**src/design/assert_macros.svh**
```systemverilog
`ifndef ASSERT_MACROS_SVH
`define ASSERT_MACROS_SVH

// Checks a property on every rising edge outside reset.
`define SRP_ASSERT(lbl, prop) \
  lbl: assert property (@(posedge clk) disable iff (!rst_n) prop) \
    else $error("srp assertion failed");

// Checks that a condition is followed in the next cycle by another.
`define SRP_ASSERT_NEXT(lbl, a, b) \
  `SRP_ASSERT(lbl, (a) |=> (b))

`endif

```
**src/design/srp_pkg.sv**
```systemverilog
package srp_pkg;

  localparam int FRAC_BITS      = 16;
  localparam int COORD_BITS     = 32;
  localparam int FRAMES_PER_ROW = 4;

  localparam int MUL_W   = COORD_BITS + 2;
  localparam int PROD_W  = 2 * MUL_W;
  localparam int PD_W    = 2 * COORD_BITS + 2;
  localparam int S_W     = PD_W + 1;
  localparam int LO_W    = MUL_W - 1;
  localparam int DIV_NW  = PD_W + FRAC_BITS;
  localparam int DIV_DW  = PD_W + 1;
  localparam int DIV_CW  = $clog2(DIV_NW + 1);
  localparam int SMALL_N = 32;

  localparam int THRESH = ((1 << FRAC_BITS) + 5) / 10;
  localparam int SCALE  = ((1 << FRAC_BITS) * 55 + 50) / 100;

  localparam logic [2:0] REG_SCREEN_W  = 3'd0;
  localparam logic [2:0] REG_SCREEN_H  = 3'd1;
  localparam logic [2:0] REG_FRAME_W   = 3'd2;
  localparam logic [2:0] REG_FRAME_H   = 3'd3;
  localparam logic [2:0] REG_TWO_ROW   = 3'd4;

  typedef struct packed {
    logic              start;
    logic [DIV_CW-1:0] iters;
  } div_req_t;

  typedef struct packed {
    logic busy;
    logic done;
  } div_rsp_t;

  function automatic logic [12:0] clamp_screen(input logic [12:0] v);
    if (v == 13'd0) begin
      return 13'd1;
    end else if (v > 13'd4096) begin
      return 13'd4096;
    end
    return v;
  endfunction

  function automatic logic [10:0] clamp_frame(input logic [10:0] v);
    if (v == 11'd0) begin
      return 11'd1;
    end else if (v > 11'd1024) begin
      return 11'd1024;
    end
    return v;
  endfunction

endpackage

```
**src/design/srp_mul.sv**
```systemverilog
module srp_mul
  import srp_pkg::*;
(
  input  logic                     clk,
  input  logic signed [MUL_W-1:0]  a,
  input  logic signed [MUL_W-1:0]  b,
  output logic signed [PROD_W-1:0] prod_r
);

  always_ff @(posedge clk) begin
    prod_r <= PROD_W'(a) * PROD_W'(b);
  end

endmodule

```
**config.mk**
```make
export PLATFORM = sky130hd
export DESIGN_NAME = srp_mul
export DESIGN_NICKNAME = d
export VERILOG_FILES = /design/src/design/assert_macros.svh /design/src/design/srp_pkg.sv /design/src/design/srp_mul.sv
export SDC_FILE = /design/constraint.sdc
export NUM_CORES = 2
export LEC_CHECK = 0
export BUFFER_PORTS_ARGS = -buffer_cell sky130_fd_sc_hd__buf_2
export CORE_ASPECT_RATIO = 1.1
export CORE_MARGIN = 3
export CORE_UTILIZATION = 45
export DETAILED_ROUTE_END_ITERATION = 8
export MAX_ROUTING_LAYER = met4
export PLACE_DENSITY_LB_ADDON = 0.2
export SLEW_MARGIN = 20
export SYNTH_ARGS = -nofsm -noshare
export SYNTH_HDL_FRONTEND = slang
export SYNTH_SLANG_ARGS = --single-unit
```
**constraint.sdc**
```tcl
create_clock -name clk -period 10.3 [get_ports clk]
set_clock_uncertainty 0.1 [all_clocks]
set_input_delay 1.03 -clock clk [delete_from_list [all_inputs] [get_ports clk]]
set_output_delay 1.03 -clock clk [all_outputs]
set_load 0.05 [all_outputs]
```
### Word-level counts from Yosys, hierarchy flattened

Index checks and enable logic that the tools add are counted.

* add/subtract/negate cells: 0
* $mul: 1
* divide/modulo/power cells: 0
* $lt $le $gt $ge: 0
* eq/ne operators: 0
* shift-type cells: 0
* mux-type cells: 0
* bitwise logic cells: 0
* reduce and logical (&&, ||, !) cells: 0

Operators by type and width (count)
* multiplier 34 x 34 -> 68 bit: 1

* flip-flop bits (word level): 68
* bits in latches: 0
* memory bits (writable): 0
* memory bits (read-only): 0
* input port bits: 69
* output and inout bits: 68
* logic and storage cells: 2
* memories kept: 0

### Depth between registers and ports, before layout

* depth in word-level cells: 1
* gate-level depth with buffers: 31
* gate-level depth less buffers: 29

### Worst setup path after synthesis

Ideal clock, no wire load.

* kind: input port to flip-flop
* start point: in a[33]
* end point: reg prod_r[65]
* library setup time: 0.072 ns
* data arrival time: 8.448 ns
* data required time: 10.128 ns
* setup slack: 1.680 ns
* stages: 24
* buffers on the path: 2
* cell sequence: clkbuf_1 > nand2_1 > inv_1 > fa_1 > fa_1 > fa_1 > fa_1 > inv_1 > fa_1 > fa_1 > fa_1 > fa_1 > inv_1 > ha_1 > clkdlybuf4s50_2 > nand3_1 > or2_2 > nor2_1 > a221oi_1 > o21ai_0 > a31oi_2 > nor2_2 > o41ai_2 > xnor2_1

* word-level cells in the longest chain between the ends: 1

Ends and longest elaborated chain
* start, declared: line srp_mul.sv:5 `input logic signed [MUL_W-1:0] a,`
* multiplier 34 x 34 -> 68 bit: line srp_mul.sv:11 `prod_r <= PROD_W'(a) * PROD_W'(b);`
* end signal, assigned: line srp_mul.sv:11
* end, declared: line srp_mul.sv:7 `output logic signed [PROD_W-1:0] prod_r`

Every way passes these cells.

### Final worst setup path

* start point: in b[7]
* end point: reg prod_r[67]

* word-level cells in the longest chain between the ends: 1

Ends and longest elaborated chain
* start, declared: line srp_mul.sv:6 `input logic signed [MUL_W-1:0] b,`
* multiplier 34 x 34 -> 68 bit: line srp_mul.sv:11

Every way passes these cells.

==> metrics <==
Die ar. 99400 um^2; port bufs 136; syn nets 6068; Clock Tree Root clkbuf_16; Data arrival, critical path 9440 ps; Distinct cells, synth 69; most common cell after layout, fill and taps aside fa_1; global-route wire length before repair 197000 um; CP max stage cell buf_2; Nets 6051; CTS tree yes; Post-Syn Area 43000 um^2; Vias/cell 5.08; commonest non-fill, non-tap cells in the layout 1241 x fa_1, 1231 x inv_1, 621 x and2_1; status finished, final reports clean; Worst Path Required 10550 ps; number of warnings issued by yosys 0; via count 29500; Max-cap violations 0; CTS Buffer Depth 2; ANT nets after route 0; final setup TNS 0 ps; crit path launch type input pin; Hold Vio Cnt, Final 0; register with the most flip-flops prod_r; Pre-antenna DRT Iters 5; Fmax 109 MHz; Filler cells 9078; Critical Path Most Common Cell fa_1; post-CTS sizing 0; hpwl dp 99300 um; Area Overhead vs Synth 5.07%; row cnt 118; TritonCTS Sinks 68; top_reg_cell synth dfxtp_1; gp weighted congestion 0.900; crit path from b[7]; Slew Viols, Final 0; Avg WL per Cell 20.9 um; die height 330 um; clock transition at the registers of the reported paths 60 ps; Ports 137; Post-synth EDFFs 0; total CTS buffers 9; initial antenna violation count 14; fin crit share 89.3%; mean post-synth cell area 9.45 um^2; worst-path fanout max 25; CTS Hold Buffers Added 0; worst setup path category in -> reg; CP endpoint kind flop; Rel. slew slack 30.0%; Synth Instances 4554; Slew @ Worst Pin 1050 ps; Largest register FFs 68; total wire length 122000 um; minimum clock period 9190 ps; asr flop ratio synth 0%; initial drt markers 1462; Min-Delay Path Class in -> reg; final setup vio count 0; global route overflow 0; sequential cell area fraction in the yosys report 3.16%; Total GRT Usage 27.1%; Max stage delay on crit path 690 ps; vias in the first global route 33400; Die X-Extent 301 um; postcts setup bufs 0; #FFs+latches synth 68; layout cells sized above 1 5.42%; Initial Utilization 45.5%; RSZ-0062 raised after global routing no; Core ar. 94500 um^2; Worst Setup EP prod_r[67]; # DRC 0; largest net degree at the start of global routing 35; H-tree depth 3; Top Registers prod_r (68)
per-stage QoR:
stage	utilization (%)	cell area, um^2	hold WS (ps)	cells	worst slack, ps
3_3_place_gp	47.5	44900	1400	5786	861
5_1_grt	47.8	45200	1110	5808	895
6_report	47.8	45200	1090	5812	1110
2_1_floorplan	-	43000	1060	4554	1680
4_1_cts	47.8	45200	1080	5801	1280
3_5_place_dp	47.5	44900	1400	5786	841
worst min-delay path by stage:
stage	from	endpoint	slack [ps]	cells past startpoint
floorplan	a[0]	prod_r[0]	1060	1
global placement	prod_r[4]	prod_r[4]	1400	1
detailed placement	prod_r[14]	prod_r[14]	1400	1
CTS	b[0]	prod_r[0]	1080	3
global route	b[0]	prod_r[0]	1110	3
finish	b[0]	prod_r[0]	1090	3
synthesized netlist by cell type, types with 2 or more instances:
| cell type | n | area share (%) |
|---|---|---|
| o21a_1 | 4 | 0.070 |
| a2111o_1 | 2 | 0.052 |
| o21bai_1 | 12 | 0.21 |
| nand4_1 | 11 | 0.16 |
| and2_1 | 621 | 9.0 |
| a31oi_2 | 2 | 0.058 |
| buf_4 | 4 | 0.070 |
| a31oi_1 | 7 | 0.10 |
| o31ai_4 | 2 | 0.099 |
| inv_1 | 1231 | 11 |
| nor2_1 | 54 | 0.47 |
| xnor2_1 | 56 | 1.1 |
| nor2_2 | 2 | 0.029 |
| a221oi_1 | 3 | 0.061 |
| a21oi_1 | 61 | 0.71 |
| o211ai_1 | 3 | 0.052 |
| and2_2 | 2 | 0.035 |
| a21oi_2 | 2 | 0.041 |
| and3_1 | 5 | 0.073 |
| buf_2 | 2 | 0.023 |
| xor2_1 | 23 | 0.47 |
| nand2_1 | 542 | 4.7 |
| nor2b_1 | 9 | 0.13 |
| dfxtp_1 | 68 | 3.2 |
| o21ai_0 | 31 | 0.36 |
| ha_1 | 204 | 5.9 |
| clkbuf_2 | 2 | 0.023 |
| a211oi_1 | 6 | 0.10 |
| fa_1 | 1241 | 58 |
| nor3_1 | 5 | 0.058 |
| or2_2 | 4 | 0.058 |
| nand2b_1 | 20 | 0.29 |
| o221ai_1 | 2 | 0.041 |
| and4_1 | 2 | 0.041 |
| buf_1 | 2 | 0.017 |
| o21ai_1 | 7 | 0.081 |
| clkbuf_1 | 214 | 1.9 |
| o41ai_1 | 3 | 0.061 |
| o41ai_2 | 3 | 0.11 |
| nand3_1 | 11 | 0.13 |
| a21o_1 | 37 | 0.65 |
| o21ai_2 | 2 | 0.041 |
| and3_2 | 3 | 0.052 |
| a211o_1 | 2 | 0.041 |
cell type report:
class                   instances  area [um^2]  share of cell area, %
diodes                         11         27.5                 0.0609
multi-input cells            3026        36100                   79.9
clock inverters                 4         73.8                  0.163
flip-flops and latches         68         1360                   3.01
well taps                    1260         1580                   3.49
inverters                    1232         4620                   10.2
clock buffers                  11          243                  0.537
repair buffers                200         1160                   2.57
kinds of logic after synthesis:
family          after synthesis  synth area share [%]
simple gates               1296                  15.4
fa+ha+maj                  1445                  63.7
xor+xnor                     79                  1.61
buf+inv                    1460                  12.8
flops                        68                  3.16
compound gates              206                  3.35
metal layers:
layer / up-vias / share of wire (%) / global-route usage [%]
li1: 12800 / - / -
met1: 15600 / 40 / 34.6
met2: 903 / 49 / 44.2
met3: 239 / 6.3 / 3.94
met4: 0 / 4.3 / 9.97
met5: - / 0 / -
critical path, delay by kind of cell:
kind / cells / cell delay [ps]
XOR/XNOR: 1 / 120
buffers and inverters: 7 / 1210
adder cells (fa/ha/maj): 9 / 4530
AND/OR/NAND/NOR: 4 / 1250
AO/OA/AOI/OAI: 6 / 1250
Power is left out: the tool's default activity adds up to more than one toggle a clock period on the data nets, which glitch-free logic cannot reach.
