File: src/design/assert_macros.svh
`ifndef ASSERT_MACROS_SVH
`define ASSERT_MACROS_SVH

// Checks a property on every rising edge outside reset.
`define SRP_ASSERT(lbl, prop) \
  lbl: assert property (@(posedge clk) disable iff (!rst_n) prop) \
    else $error("srp assertion failed");

// Checks that a condition is followed in the next cycle by another.
`define SRP_ASSERT_NEXT(lbl, a, b) \
  `SRP_ASSERT(lbl, (a) |=> (b))

`endif

File: src/design/srp_pkg.sv
package srp_pkg;

  localparam int FRAC_BITS      = 16;
  localparam int COORD_BITS     = 32;
  localparam int FRAMES_PER_ROW = 4;

  localparam int MUL_W   = COORD_BITS + 2;
  localparam int PROD_W  = 2 * MUL_W;
  localparam int PD_W    = 2 * COORD_BITS + 2;
  localparam int S_W     = PD_W + 1;
  localparam int LO_W    = MUL_W - 1;
  localparam int DIV_NW  = PD_W + FRAC_BITS;
  localparam int DIV_DW  = PD_W + 1;
  localparam int DIV_CW  = $clog2(DIV_NW + 1);
  localparam int SMALL_N = 32;

  localparam int THRESH = ((1 << FRAC_BITS) + 5) / 10;
  localparam int SCALE  = ((1 << FRAC_BITS) * 55 + 50) / 100;

  localparam logic [2:0] REG_SCREEN_W  = 3'd0;
  localparam logic [2:0] REG_SCREEN_H  = 3'd1;
  localparam logic [2:0] REG_FRAME_W   = 3'd2;
  localparam logic [2:0] REG_FRAME_H   = 3'd3;
  localparam logic [2:0] REG_TWO_ROW   = 3'd4;

  typedef struct packed {
    logic              start;
    logic [DIV_CW-1:0] iters;
  } div_req_t;

  typedef struct packed {
    logic busy;
    logic done;
  } div_rsp_t;

  function automatic logic [12:0] clamp_screen(input logic [12:0] v);
    if (v == 13'd0) begin
      return 13'd1;
    end else if (v > 13'd4096) begin
      return 13'd4096;
    end
    return v;
  endfunction

  function automatic logic [10:0] clamp_frame(input logic [10:0] v);
    if (v == 11'd0) begin
      return 11'd1;
    end else if (v > 11'd1024) begin
      return 11'd1024;
    end
    return v;
  endfunction

endpackage

File: src/design/srp_div.sv
module srp_div
  import srp_pkg::*;
(
  input  logic              clk,
  input  logic              rst_n,
  input  div_req_t          req,
  input  logic [DIV_NW-1:0] num,
  input  logic [DIV_DW-1:0] den,
  output div_rsp_t          rsp,
  output logic [DIV_NW-1:0] quot
);

  logic [DIV_NW-1:0] num_r, quot_r;
  logic [DIV_DW-1:0] den_r, rem_r, rem_nxt;
  logic [DIV_CW-1:0] cnt_r;
  logic              busy_r, done_r;
  logic [DIV_DW:0]   trial, diff;
  logic              ge;

  always_comb begin
    trial   = {rem_r, num_r[DIV_NW-1]};
    diff    = trial - {1'b0, den_r};
    ge      = trial >= {1'b0, den_r};
    rem_nxt = ge ? diff[DIV_DW-1:0] : trial[DIV_DW-1:0];
  end

  always_ff @(posedge clk) begin
    if (!rst_n) begin
      busy_r <= 1'b0;
      done_r <= 1'b0;
      cnt_r  <= '0;
    end else begin
      done_r <= 1'b0;
      if (req.start) begin
        busy_r <= 1'b1;
        cnt_r  <= req.iters;
      end else if (busy_r) begin
        cnt_r <= cnt_r - 1'b1;
        if (cnt_r == DIV_CW'(1)) begin
          busy_r <= 1'b0;
          done_r <= 1'b1;
        end
      end
    end
  end

  always_ff @(posedge clk) begin
    if (req.start) begin
      num_r  <= num;
      den_r  <= den;
      rem_r  <= '0;
      quot_r <= '0;
    end else if (busy_r) begin
      num_r  <= num_r << 1;
      rem_r  <= rem_nxt;
      quot_r <= {quot_r[DIV_NW-2:0], ge};
    end
  end

  assign rsp.busy = busy_r;
  assign rsp.done = done_r;
  assign quot     = quot_r;

endmodule
File: config.mk
export PLATFORM = sky130hd
export DESIGN_NAME = srp_div
export DESIGN_NICKNAME = d
export VERILOG_FILES = /design/src/design/assert_macros.svh /design/src/design/srp_pkg.sv /design/src/design/srp_div.sv
export SDC_FILE = /design/constraint.sdc
export NUM_CORES = 1
export LEC_CHECK = 0
export ABC_AREA = 1
export ABC_CLOCK_PERIOD_IN_PS = 9200
export BUFFER_PORTS_ARGS = -buffer_cell sky130_fd_sc_hd__buf_2
export CAP_MARGIN = 20
export CORE_MARGIN = 4
export CORE_UTILIZATION = 40
export DETAILED_ROUTE_END_ITERATION = 7
export GPL_TIMING_DRIVEN = 1
export PLACE_DENSITY = 0.59
export SLEW_MARGIN = 10
export SYNTH_ARGS = -nofsm -noshare
export SYNTH_HDL_FRONTEND = slang
export SYNTH_SLANG_ARGS = --single-unit
File: constraint.sdc
create_clock -name clk -period 9.2 [get_ports clk]
set_input_delay 0.92 -clock clk [delete_from_list [all_inputs] [get_ports clk]]
set_output_delay 0.92 -clock clk [all_outputs]
set_load 0.01 [all_outputs]
## Yosys cells after proc, flatten, opt, wreduce, memory -nomap -nowiden

Index checks and enable logic that the tools add are counted.

- Flip-flop bits (word level): 307
- Bits of input ports: 159
- Output and inout bits: 84
- Word-level logic and storage cells: 24

- Add/sub/neg operators: 2
- Magnitude comparators: 1
- Equality and inequality tests: 1
- Mux-type cells: 9
- Bitwise operators: 2
- Reduce and logical (&&, ||, !) cells: 2

Operators with widths:

| kind | count |
|---|---|
| $mux 82 | 2 |
| $ge 68x67->1 | 1 |
| $mux 67 | 1 |
| $sub 67x67->67 | 1 |
| $mux 7 | 2 |
| $eq 7x1->1 const B | 1 |
| $sub 7x1->7 const B | 1 |
| $mux 1 | 4 |
| $reduce_or 3->1 | 1 |
| $not 1->1 | 2 |
| $reduce_bool 2->1 | 1 |

## Longest topological paths before layout

Gate-level depths: netlist of the first run.

- Word-level depth: 4
- Mapped depth: 20
- Gate-level depth less buffers: 20

## Worst setup path after synthesis of the first run

No wires, ideal clock.

- Path kind: input port to flip-flop
- Start point: input req[7] (netlist bit)
- End point: register num_r[0], enable pin
- Setup time: 479 ps
- Arrival: 3853 ps
- Required time: 8721 ps
- Setup slack: 4868 ps
- Cell stages on the path: 4
- Path buffers: 2
- Cell sequence: clkbuf_1 nor2_1 clkinv_1 clkbuf_1

- Word-level cells in the longest chain between the ends: 1

RTL lines:

| item | RTL line | RTL |
|---|---|---|
| from (decl) | srp_div.sv:6 | `input div_req_t req,` |
| $reduce_bool 2->1 (no line) | n/a |  |
| to (signal assigned) | srp_div.sv:49 | `num_r <= num;` |
| to (signal assigned) | srp_div.sv:54 | `num_r <= num_r << 1;` |
| to (decl) | srp_div.sv:13 | `logic [DIV_NW-1:0] num_r, quot_r;` |

No other way between the ends.
A chain may end at the register's enable or synchronous reset.

## Worst setup path in the final report of the first run

- Start point: register num_r[81]
- End point: register rem_r[63]

- Word-level cells in the longest chain between the ends: 2
- Elaborated cells between the ends (all ways): 3
- Those cells by class: add/sub (1); order compare (1); mux (1)

RTL lines:

| item | RTL line | RTL |
|---|---|---|
| $sub 67x67->67 / $ge 68x67->1 (equally long branches) | srp_div.sv:22, srp_div.sv:23 |  |
| $mux 67 * | srp_div.sv:24 | `rem_nxt = ge ? diff[DIV_DW-1:0] : trial[DIV_DW-1:0];` |
| to (signal assigned) | srp_div.sv:55 | `rem_r <= rem_nxt;` |
| to (decl) | srp_div.sv:14 | `logic [DIV_DW-1:0] den_r, rem_r, rem_nxt;` |

Mark *: on every way between the ends. The rest lies on a longest branch, timed or not.

==> metrics.txt, run 1 <==
DRC viols 0; antenna violations before repair 14; post-DP HPWL 43,500 µm; Post-Syn Area 18,000 µm²; Seq pwr share 0.476; Synth Flop Type dfxtp_1; std cell rows 77; Pleak 0.0110 µW; fin crit period 3.91 ns; area delta synth->final 15.6%; cell internal pwr 2420 µW; Layout Cells excl Fill 3,433; Post-Synthesis Cells 2,598; I/O pin total 243; sw frac 0.247; status finished clean; Hold/Removal Path Class register to register; count leader, synth nand2_1; total wire length 56,100 µm; Max clock buf depth 3; Post-Syn Nets 2,827; Iter 0 DRT Violations 1,144; Post-CTS Resized 0; #FFs+latches synth 307; VDD IR max 0.000123 V; Vias 16,600; # H-tree levels 2; RR Startpoint num_r[81]; RSZ-0062 raised after global routing false; Final Hold Viols 0; routability cong. 1.01; Clk Latency, worst-skew pair 0.57 ns; min-delay src quot[81]; die area 48,300 µm²; total CTS buffers 35; CTS clk-pin slew, worst paths 0.06 ns; pin count of the biggest net entering global routing 87; reg-to-reg endpoint rem_r[63]; cts hold-fix bufs 0; final setup TNS 0 ns; CTS tree done; Die Y 220 µm; Clock power frac 0.434; Mean Syn Cell Area 6.91 µm²; EDFF count, synth 149; Worst slew margin 0.297; Worst Reg-to-Reg Cells 16; top cell type by total area after synthesis edfxtp_1; fin. max-slew vios 0; FILL cells 4,673; Post-CTS Setup Inserts 0; asr flop ratio synth 0; Max Cap Violations 0; hold depth 2; Total GRT Usage 0.229; final period utilization 0.425; f_max 256 MHz; crit path launch type register; Pre-antenna DRT Iters 5; Yosys warnings 0; NumNets Final 3,041; Core Footprint 44,300 µm²; leading post-synthesis cells by cell area edfxtp_1 (25%), nand2_1 (23%), dfxtp_1 (18%), inv_1 (9.2%), ha_1 (4.8%); Clock Skew 0.0367 ns; PortBufs 242; number of global-route vias before repair 16,200; sequential share of the synthesized area 0.425; Slew @ Worst Pin 1.06 ns; Die X 220 µm; Critical Path Fanout Max 67; cell count after placement 3,367; # setup viols final 0; Yosys top cell area share 0.249; first-pass GRT wire length 87,300 µm; initial core utilization 0.405; layout cells sized above 1 0.118; Final ANT Viol Nets 0; via/cell ratio 4.83; critical path class register to register; setup slack, reg-to-reg 5.29 ns; Yosys cell types 42; switching power 795 µW; clk sink count 307; combinational share of power 0.090; Synth top cells by count nand2_1 (1,100), inv_1 (440), dfxtp_1 (158), nand3_1 (153), edfxtp_1 (149); hold endpoint quot[81]; WL/cell 16.3 µm; CTS root buf clkbuf_16; critical path data required time 9.63 ns; Crit. End Element register; Power Total 3220 µW; grt total ovfl 0; CP arrival 4.34 ns; Pwr Density 155 nW/µm²
[worst max path at each step]
stage | depth (start not counted) | end | from
after CTS | 16 | rem_r[63] | num_r[81]
after global routing | 16 | rem_r[63] | num_r[81]
final | 16 | rem_r[63] | num_r[81]
after floorplan | 4 | num_r[0] | req[7]
after global placement | 16 | rem_r[57] | num_r[81]
after detailed placement | 16 | rem_r[63] | num_r[81]
[flip-flops by register name, summed over array words and instances (netlist names)]
name	cells
cnt_r	7
den_r	67
busy_r	1
quot	82
rem_r	67
done_r	1
num_r	82
[layer usage]
layer	GRT usage	wire [µm]	part of all wire
met1	0.296	25100	0.45
met2	0.370	24900	0.45
met3	0.0582	3750	0.067
met4	0.0842	2130	0.038
met5	0	137	0.0024
[logic make-up (layout without fill, tap and decap cells)]
logic type / count (synthesis) / after routing / synth area share
AO/OA/AOI/OAI: 197 / 197 / 0.0646
XOR/XNOR: 33 / 33 / 0.0161
adder cells (fa/ha/maj): 70 / 70 / 0.0492
buffers and inverters: 522 / 763 / 0.114
flip-flops: 307 / 307 / 0.425
other: 0 / 2 / 0
AND/OR/NAND/NOR: 1469 / 1469 / 0.331
[critical path: stages (launching register included)]
cell      delay, ns
edfxtp_1       0.38
inv_1          0.08
ha_1           0.14
inv_1          0.07
fa_1           0.44
nand3_1        0.13
nand3_1        0.13
nand4_1        0.12
nand3_1        0.21
nand2_1        0.17
nand3_2        0.11
nand2_4        0.55
nand2_4        0.61
nand2_2        0.36
nand2_1        0.09
nand2_1        0.08
nand2_1        0.05
[final cells by class]
type	instances	area, µm²	area share
timing repair buffer	249	1270	0.0612
antenna	2	5.00	0.000241
multi-input combinational	1769	8290	0.399
clock buffer	53	963	0.0464
sequential	307	7640	0.368
inverter	450	1690	0.0816
tap	592	741	0.0357
clock inverter	11	165	0.00795
[power groups by stage]
stage	clock, µW	combinational [µW]	sequential (µW)
2_1_floorplan	0	187	1560
3_5_place_dp	0	292	1560
6_report	1400	291	1530
3_3_place_gp	0	290	1560
5_1_grt	1500	331	1540
4_1_cts	1430	293	1530
[metrics by stage]
stage	utilization	hold WS, ns	worst slack, ns	area [µm²]
floorplan	-	0.443	4.87	18000
global placement	0.443	0.438	5.31	19600
detailed placement	0.443	0.446	5.16	19600
CTS	0.468	0.461	5.13	20800
global route	0.468	0.484	4.91	20800
finish	0.469	0.456	5.29	20800
[cell usage in the layout, fill, tap and decap left out, drive strengths merged, types with 23 or more instances in the layout]
cell	n
o21ai	29
dfxtp	158
edfxtp	149
ha	69
nor2	137
clkbuf	53
a21oi	65
nand3	154
nand2	1116
nand4	23
buf	249
o22ai	80
inv	453
xor2	27
Note: power is estimated with default switching activity, not from simulation.
==> inputs of run 2 (changes only) <==
ABC_CLOCK_PERIOD_IN_PS = 3180   (was 9200)
PLACE_DENSITY = 0.61   (was 0.59)
clock period = 3.18 ns   (was 9.2 ns; I/O delays follow)
==> metrics.txt, run 2 (same netlist as run 1, synthesis figures left out) <==
crit path to rem_r[34]; CP arrival 3.37 ns (-0.97 ns); sw frac 0.246 (-0.000932); Worst Reg-to-Reg Cells 17 (+1); std cell rows 77 (unchanged); Die Y 220 µm (unchanged); initial core utilization 0.405 (unchanged); Core Footprint 44,300 µm² (unchanged); Total GRT Usage 0.230 (+0.000955); Final ANT Viol Nets 0 (unchanged); DRC viols 0 (unchanged); Max Cap Violations 0 (unchanged); clk sink count 307 (unchanged); total wire length 56,000 µm (-0.12%); PortBufs 242 (unchanged); NumNets Final 3,122 (+2.7%); setup slack, reg-to-reg 0.25 ns (-5.04 ns); CTS clk-pin slew, worst paths 0.06 ns (about the same); combinational share of power 0.100 (+0.010); die area 48,300 µm² (unchanged); routability cong. 0.960 (-5.3%); Slew @ Worst Pin 0.848 ns (-0.207 ns); Seq pwr share 0.483 (+0.007); most common cell after layout, fill and taps aside nand2_1; final setup TNS 0 ns (unchanged); Hold/Removal Path Class input pin to register; Vias 16,900 (+1.9%); Worst Setup SP num_r[81]; CTS tree done; # H-tree levels 2 (unchanged); commonest non-fill, non-tap cells in the layout nand2_1 (1,099), inv_1 (439), buf_2 (241); RR Startpoint num_r[81]; Clock power frac 0.417 (-0.017); pin count of the biggest net entering global routing 116 (+33%); crit path launch type register; Layout Cells excl Fill 3,511 (+2.3%); final period utilization 0.922 (+0.498); Worst slew margin 0.435 (+0.138); Iter 0 DRT Violations 1,000 (-13%); f_max 341 MHz (+33%); reg-to-reg endpoint rem_r[34]; first-pass GRT wire length 88,400 µm (+1.3%); Pwr Density 425 nW/µm² (+170%); fin crit period 2.93 ns (-0.976 ns); grt total ovfl 0 (unchanged); total CTS buffers 35 (unchanged); Critical Path Fanout Max 38 (-43%); Post-CTS Setup Inserts 0 (unchanged); # setup viols final 0 (unchanged); Cell Area, Placed 19,800 µm² (+0.85%); area delta synth->final 20.0%; I/O pin total 243 (unchanged); cell internal pwr 6910 µW (+180%); CTS root buf clkbuf_16; Clock Skew 0.0217 ns (-0.0150 ns); WL/cell 15.9 µm (-2.3%); Die X 220 µm (unchanged); Pre-antenna DRT Iters 6 (+1); RSZ-0062 raised after global routing false; fin. max-slew vios 0 (unchanged); Pleak 0.0114 µW (+3.2%); Max clock buf depth 3 (unchanged); layout cells sized above 1 0.121 (+0.00228); via/cell ratio 4.81 (-0.34%); fin area 21,600 µm² (+3.8%); critical path class register to register; status finished clean; VDD IR max 0.000476 V (+290%); Clk Latency, worst-skew pair 0.55 ns (-0.02 ns); antenna violations before repair 5 (-9); Final Hold Viols 0 (unchanged); switching power 2250 µW (+180%); cell count after placement 3,381 (+0.42%); critical path data required time 3.62 ns (-6.01 ns); post-DP HPWL 43,900 µm (+1.0%); number of global-route vias before repair 16,600 (+2.0%); Crit. End Element register
## run 2: cell count changes in the layout (fill, tap and decap cells not counted), moves of 2 or more
| cell | delta |
|---|---|
| inv_16 | -2 |
| buf_4 | +7 |
| buf_6 | +2 |
| clkbuf_1 | -3 |
| clkinv_8 | +2 |
| clkinv_2 | +4 |
| dlygate4sd3_1 | +67 |
| bufinv_16 | -2 |
| buf_12 | +5 |
## run 2: power by group through the flow
stage	sequential (µW)	combinational [µW]	clock, µW
4_1_cts	4430	919	3940
5_1_grt	4450	1030	4120
6_report	4430	912	3820
2_1_floorplan	4500	542	0
3_3_place_gp	4510	843	0
3_5_place_dp	4510	848	0
## run 2: critical path: stages, from the launching register on
cell and delay [ns]:
edfxtp_1 0.38, inv_1 0.07, ha_1 0.14, inv_1 0.07, fa_1 0.45, nand3_1 0.14
nand3_1 0.21, nand4_1 0.18, nand3_2 0.19, nand2_1 0.18, nand3_2 0.11, nand2_4 0.10
nand2_4 0.07, buf_12 0.18, nand2_1 0.14, nand2_1 0.07, nand2_1 0.05, nand2_1 0.05
## run 2: per-layer routing
layer | global-route usage | vias to the layer above | wire length [µm]
met2 | 0.377 | 381 | 25300
met4 | 0.0662 | 8 | 1720
met5 | 0 | - | 41
met3 | 0.0596 | 99 | 3540
met1 | 0.299 | 7711 | 25400
li1 | - | 8684 | -
## run 2: through the flow
stage                     hold WS, ns  setup WS, ns  power, µW  utilization
after floorplan                 0.417         0.779       5040            -
after global placement          0.438         0.165       5350        0.447
after detailed placement        0.457         0.140       5360        0.447
after CTS                     0.00243         0.111       9290        0.486
after global routing          0.00636       0.00426       9600        0.486
final                          0.0278         0.247       9160        0.486
## run 2: timing repair
action | in CTS | in global routing
resized for setup | 0 | 3
endpoints found under the setup margin | 0 | 68
endpoints found under the hold margin | 67 | 0
hold buffers | 67 | 0
## run 2: area by class of cell
type                    instances  area (µm²)
diodes                          1        2.50
clock buffers                  51         966
clock inverters                11         101
fillers                      4582       22800
inverters                     450        1690
multi-input cells            1769        8290
flip-flops and latches        307        7640
well taps                     592         741
repair buffers                330        2120
## run 2: worst min path at each step
stage | to | depth (start not counted) | from | slack (ns)
final | cnt_r[0] | 3 | rst_n | 0.03
after detailed placement | quot[81] | 2 | quot[81] | 0.46
after global routing | cnt_r[1] | 3 | rst_n | 0.006
after floorplan | den_r[0] | 0 | den[0] | 0.42
after CTS | cnt_r[1] | 3 | rst_n | 0.002
after global placement | quot[81] | 2 | quot[81] | 0.44
==> inputs of run 3 (changes only) <==
REMOVE_ABC_BUFFERS = 1   (was default)
==> metrics.txt, run 3 (same netlist as run 1, synthesis figures left out) <==
status finished clean; Core Footprint 44,300 µm² (unchanged); crit path launch type register; grt total ovfl 0 (unchanged); Iter 0 DRT Violations 1,187 (+19%); CTS root buf clkbuf_16; number of global-route vias before repair 16,800 (+1.5%); critical path class register to register; # H-tree levels 2 (unchanged); clk sink count 307 (unchanged); fin util 0.492 (+0.00531); Clock Skew 0.0306 ns (+0.00896 ns); fin crit period 3.05 ns (+0.120 ns); VDD IR max 0.000375 V (-21%); total wire length 57,700 µm (+3.1%); Crit. End Element register; Die Y 220 µm (unchanged); CTS tree done; total CTS buffers 36 (+2.9%); f_max 328 MHz (-3.9%); NumNets Final 3,138 (+0.51%); die area 48,300 µm² (unchanged); CP arrival 3.52 ns (+0.15 ns); most common cell after layout, fill and taps aside nand2_1; initial core utilization 0.405 (unchanged); RR Startpoint num_r[81]; Hold/Removal Path Class input pin to register; Pleak 0.0114 µW (+0.65%); via/cell ratio 4.84 (+0.72%); Worst Reg-to-Reg Cells 15 (-2); pin count of the biggest net entering global routing 114 (-1.7%); routability cong. 0.985 (+2.6%); setup slack, reg-to-reg 0.13 ns (-0.12 ns); min-delay src num[49]; layout cells sized above 1 0.121 (about the same); I/O pin total 243 (unchanged); post-DP HPWL 44,600 µm (+1.5%); critical path data required time 3.65 ns (+0.03 ns); Clk Latency, worst-skew pair 0.58 ns (+0.03 ns); CTS clk-pin slew, worst paths 0.06 ns (about the same); area delta synth->final 21.3%; first-pass GRT wire length 90,100 µm (+1.9%); std cell rows 77 (unchanged); Pre-antenna DRT Iters 5 (-1); fin area 21,800 µm² (+1.1%); DRC viols 0 (unchanged); Total GRT Usage 0.237 (+0.00692); fin. max-slew vios 0 (unchanged); # setup viols final 0 (unchanged); Vias 17,100 (+1.2%); final period utilization 0.960 (+0.0377); Slew @ Worst Pin 1.03 ns (+0.185 ns); Max Cap Violations 0 (unchanged); Final ANT Viol Nets 0 (unchanged); WL/cell 16.4 µm (+2.6%); Max clock buf depth 3 (unchanged); Pwr Density 436 nW/µm² (+2.5%); antenna violations before repair 5 (unchanged); Power Total 9490 µW (+3.6%); Worst slew margin 0.304 (-0.131); Die X 220 µm (unchanged); RSZ-0062 raised after global routing false; hold depth 3 (unchanged); PortBufs 242 (unchanged); Cell Area, Placed 19,800 µm² (+0.10%); Final Hold Viols 0 (unchanged); Critical Path Fanout Max 3 (-92%); Worst Setup SP num_r[81]; commonest non-fill, non-tap cells in the layout nand2_1 (1,099), inv_1 (439), buf_2 (241)
[run 3: final timing paths]
check | end
worst max register to register | rem_r[62]
worst min-delay path | num_r[49]
worst min register to register | quot[81]
worst max-delay path | rem_r[62]
[run 3: critical path: stages (launching register included)]
cell and delay, ns:
edfxtp_1 0.34, inv_1 0.05, ha_1 0.19, inv_1 0.11
fa_1 0.30, nand3_1 0.13, nor2_1 0.17, nor2_1 0.12
o21ai_0 0.83, nand2_1 0.11, nand2_1 0.16, nand3_1 0.14
nand3_1 0.09, nand3_1 0.11, nand2_1 0.08, nand2_1 0.04
[run 3: metrics by stage]
stage	setup WS (ns)	hold WS (ns)	setup TNS [ns]	cells
finish	0.127	0.0362	0	3529
global route	0.0298	0.0184	0	3528
CTS	0.131	0.0000614	0	3526
global placement	0.175	0.438	0	3382
detailed placement	0.132	0.447	0	3382
floorplan	-4.22	0.417	-771.21	2526
[run 3: metal layers]
| metal | vias to the layer above | track usage | share of wire |
|---|---|---|---|
| met2 | 469 | 0.378 | 0.44 |
| li1 | 8724 | - | - |
| met3 | 97 | 0.0495 | 0.067 |
| met4 | 6 | 0.0716 | 0.028 |
| met5 | - | 0 | 0.00061 |
| met1 | 7796 | 0.323 | 0.46 |
[run 3: final cells by class]
type	instances	area [µm²]
clock inverters	10	138
multi-input cells	1769	8300
inverters	450	1690
flip-flops and latches	307	7640
repair buffers	345	2260
fillers	4621	22500
well taps	592	741
diodes	1	2.50
clock buffers	55	1010
[run 3: timing repair]
action | CTS | global route
resized for setup | 0 | 1
hold endpoints to repair | 80 | 0
setup buffers | 0 | 2
endpoints found under the setup margin | 0 | 18
hold buffers | 79 | 0
[run 3: report_power, final]
part | internal, µW | total (µW) | switching [µW]
clock | 2390 | 4100 | 1710
sequential | 4370 | 4430 | 59.2
combinational | 350 | 959 | 609
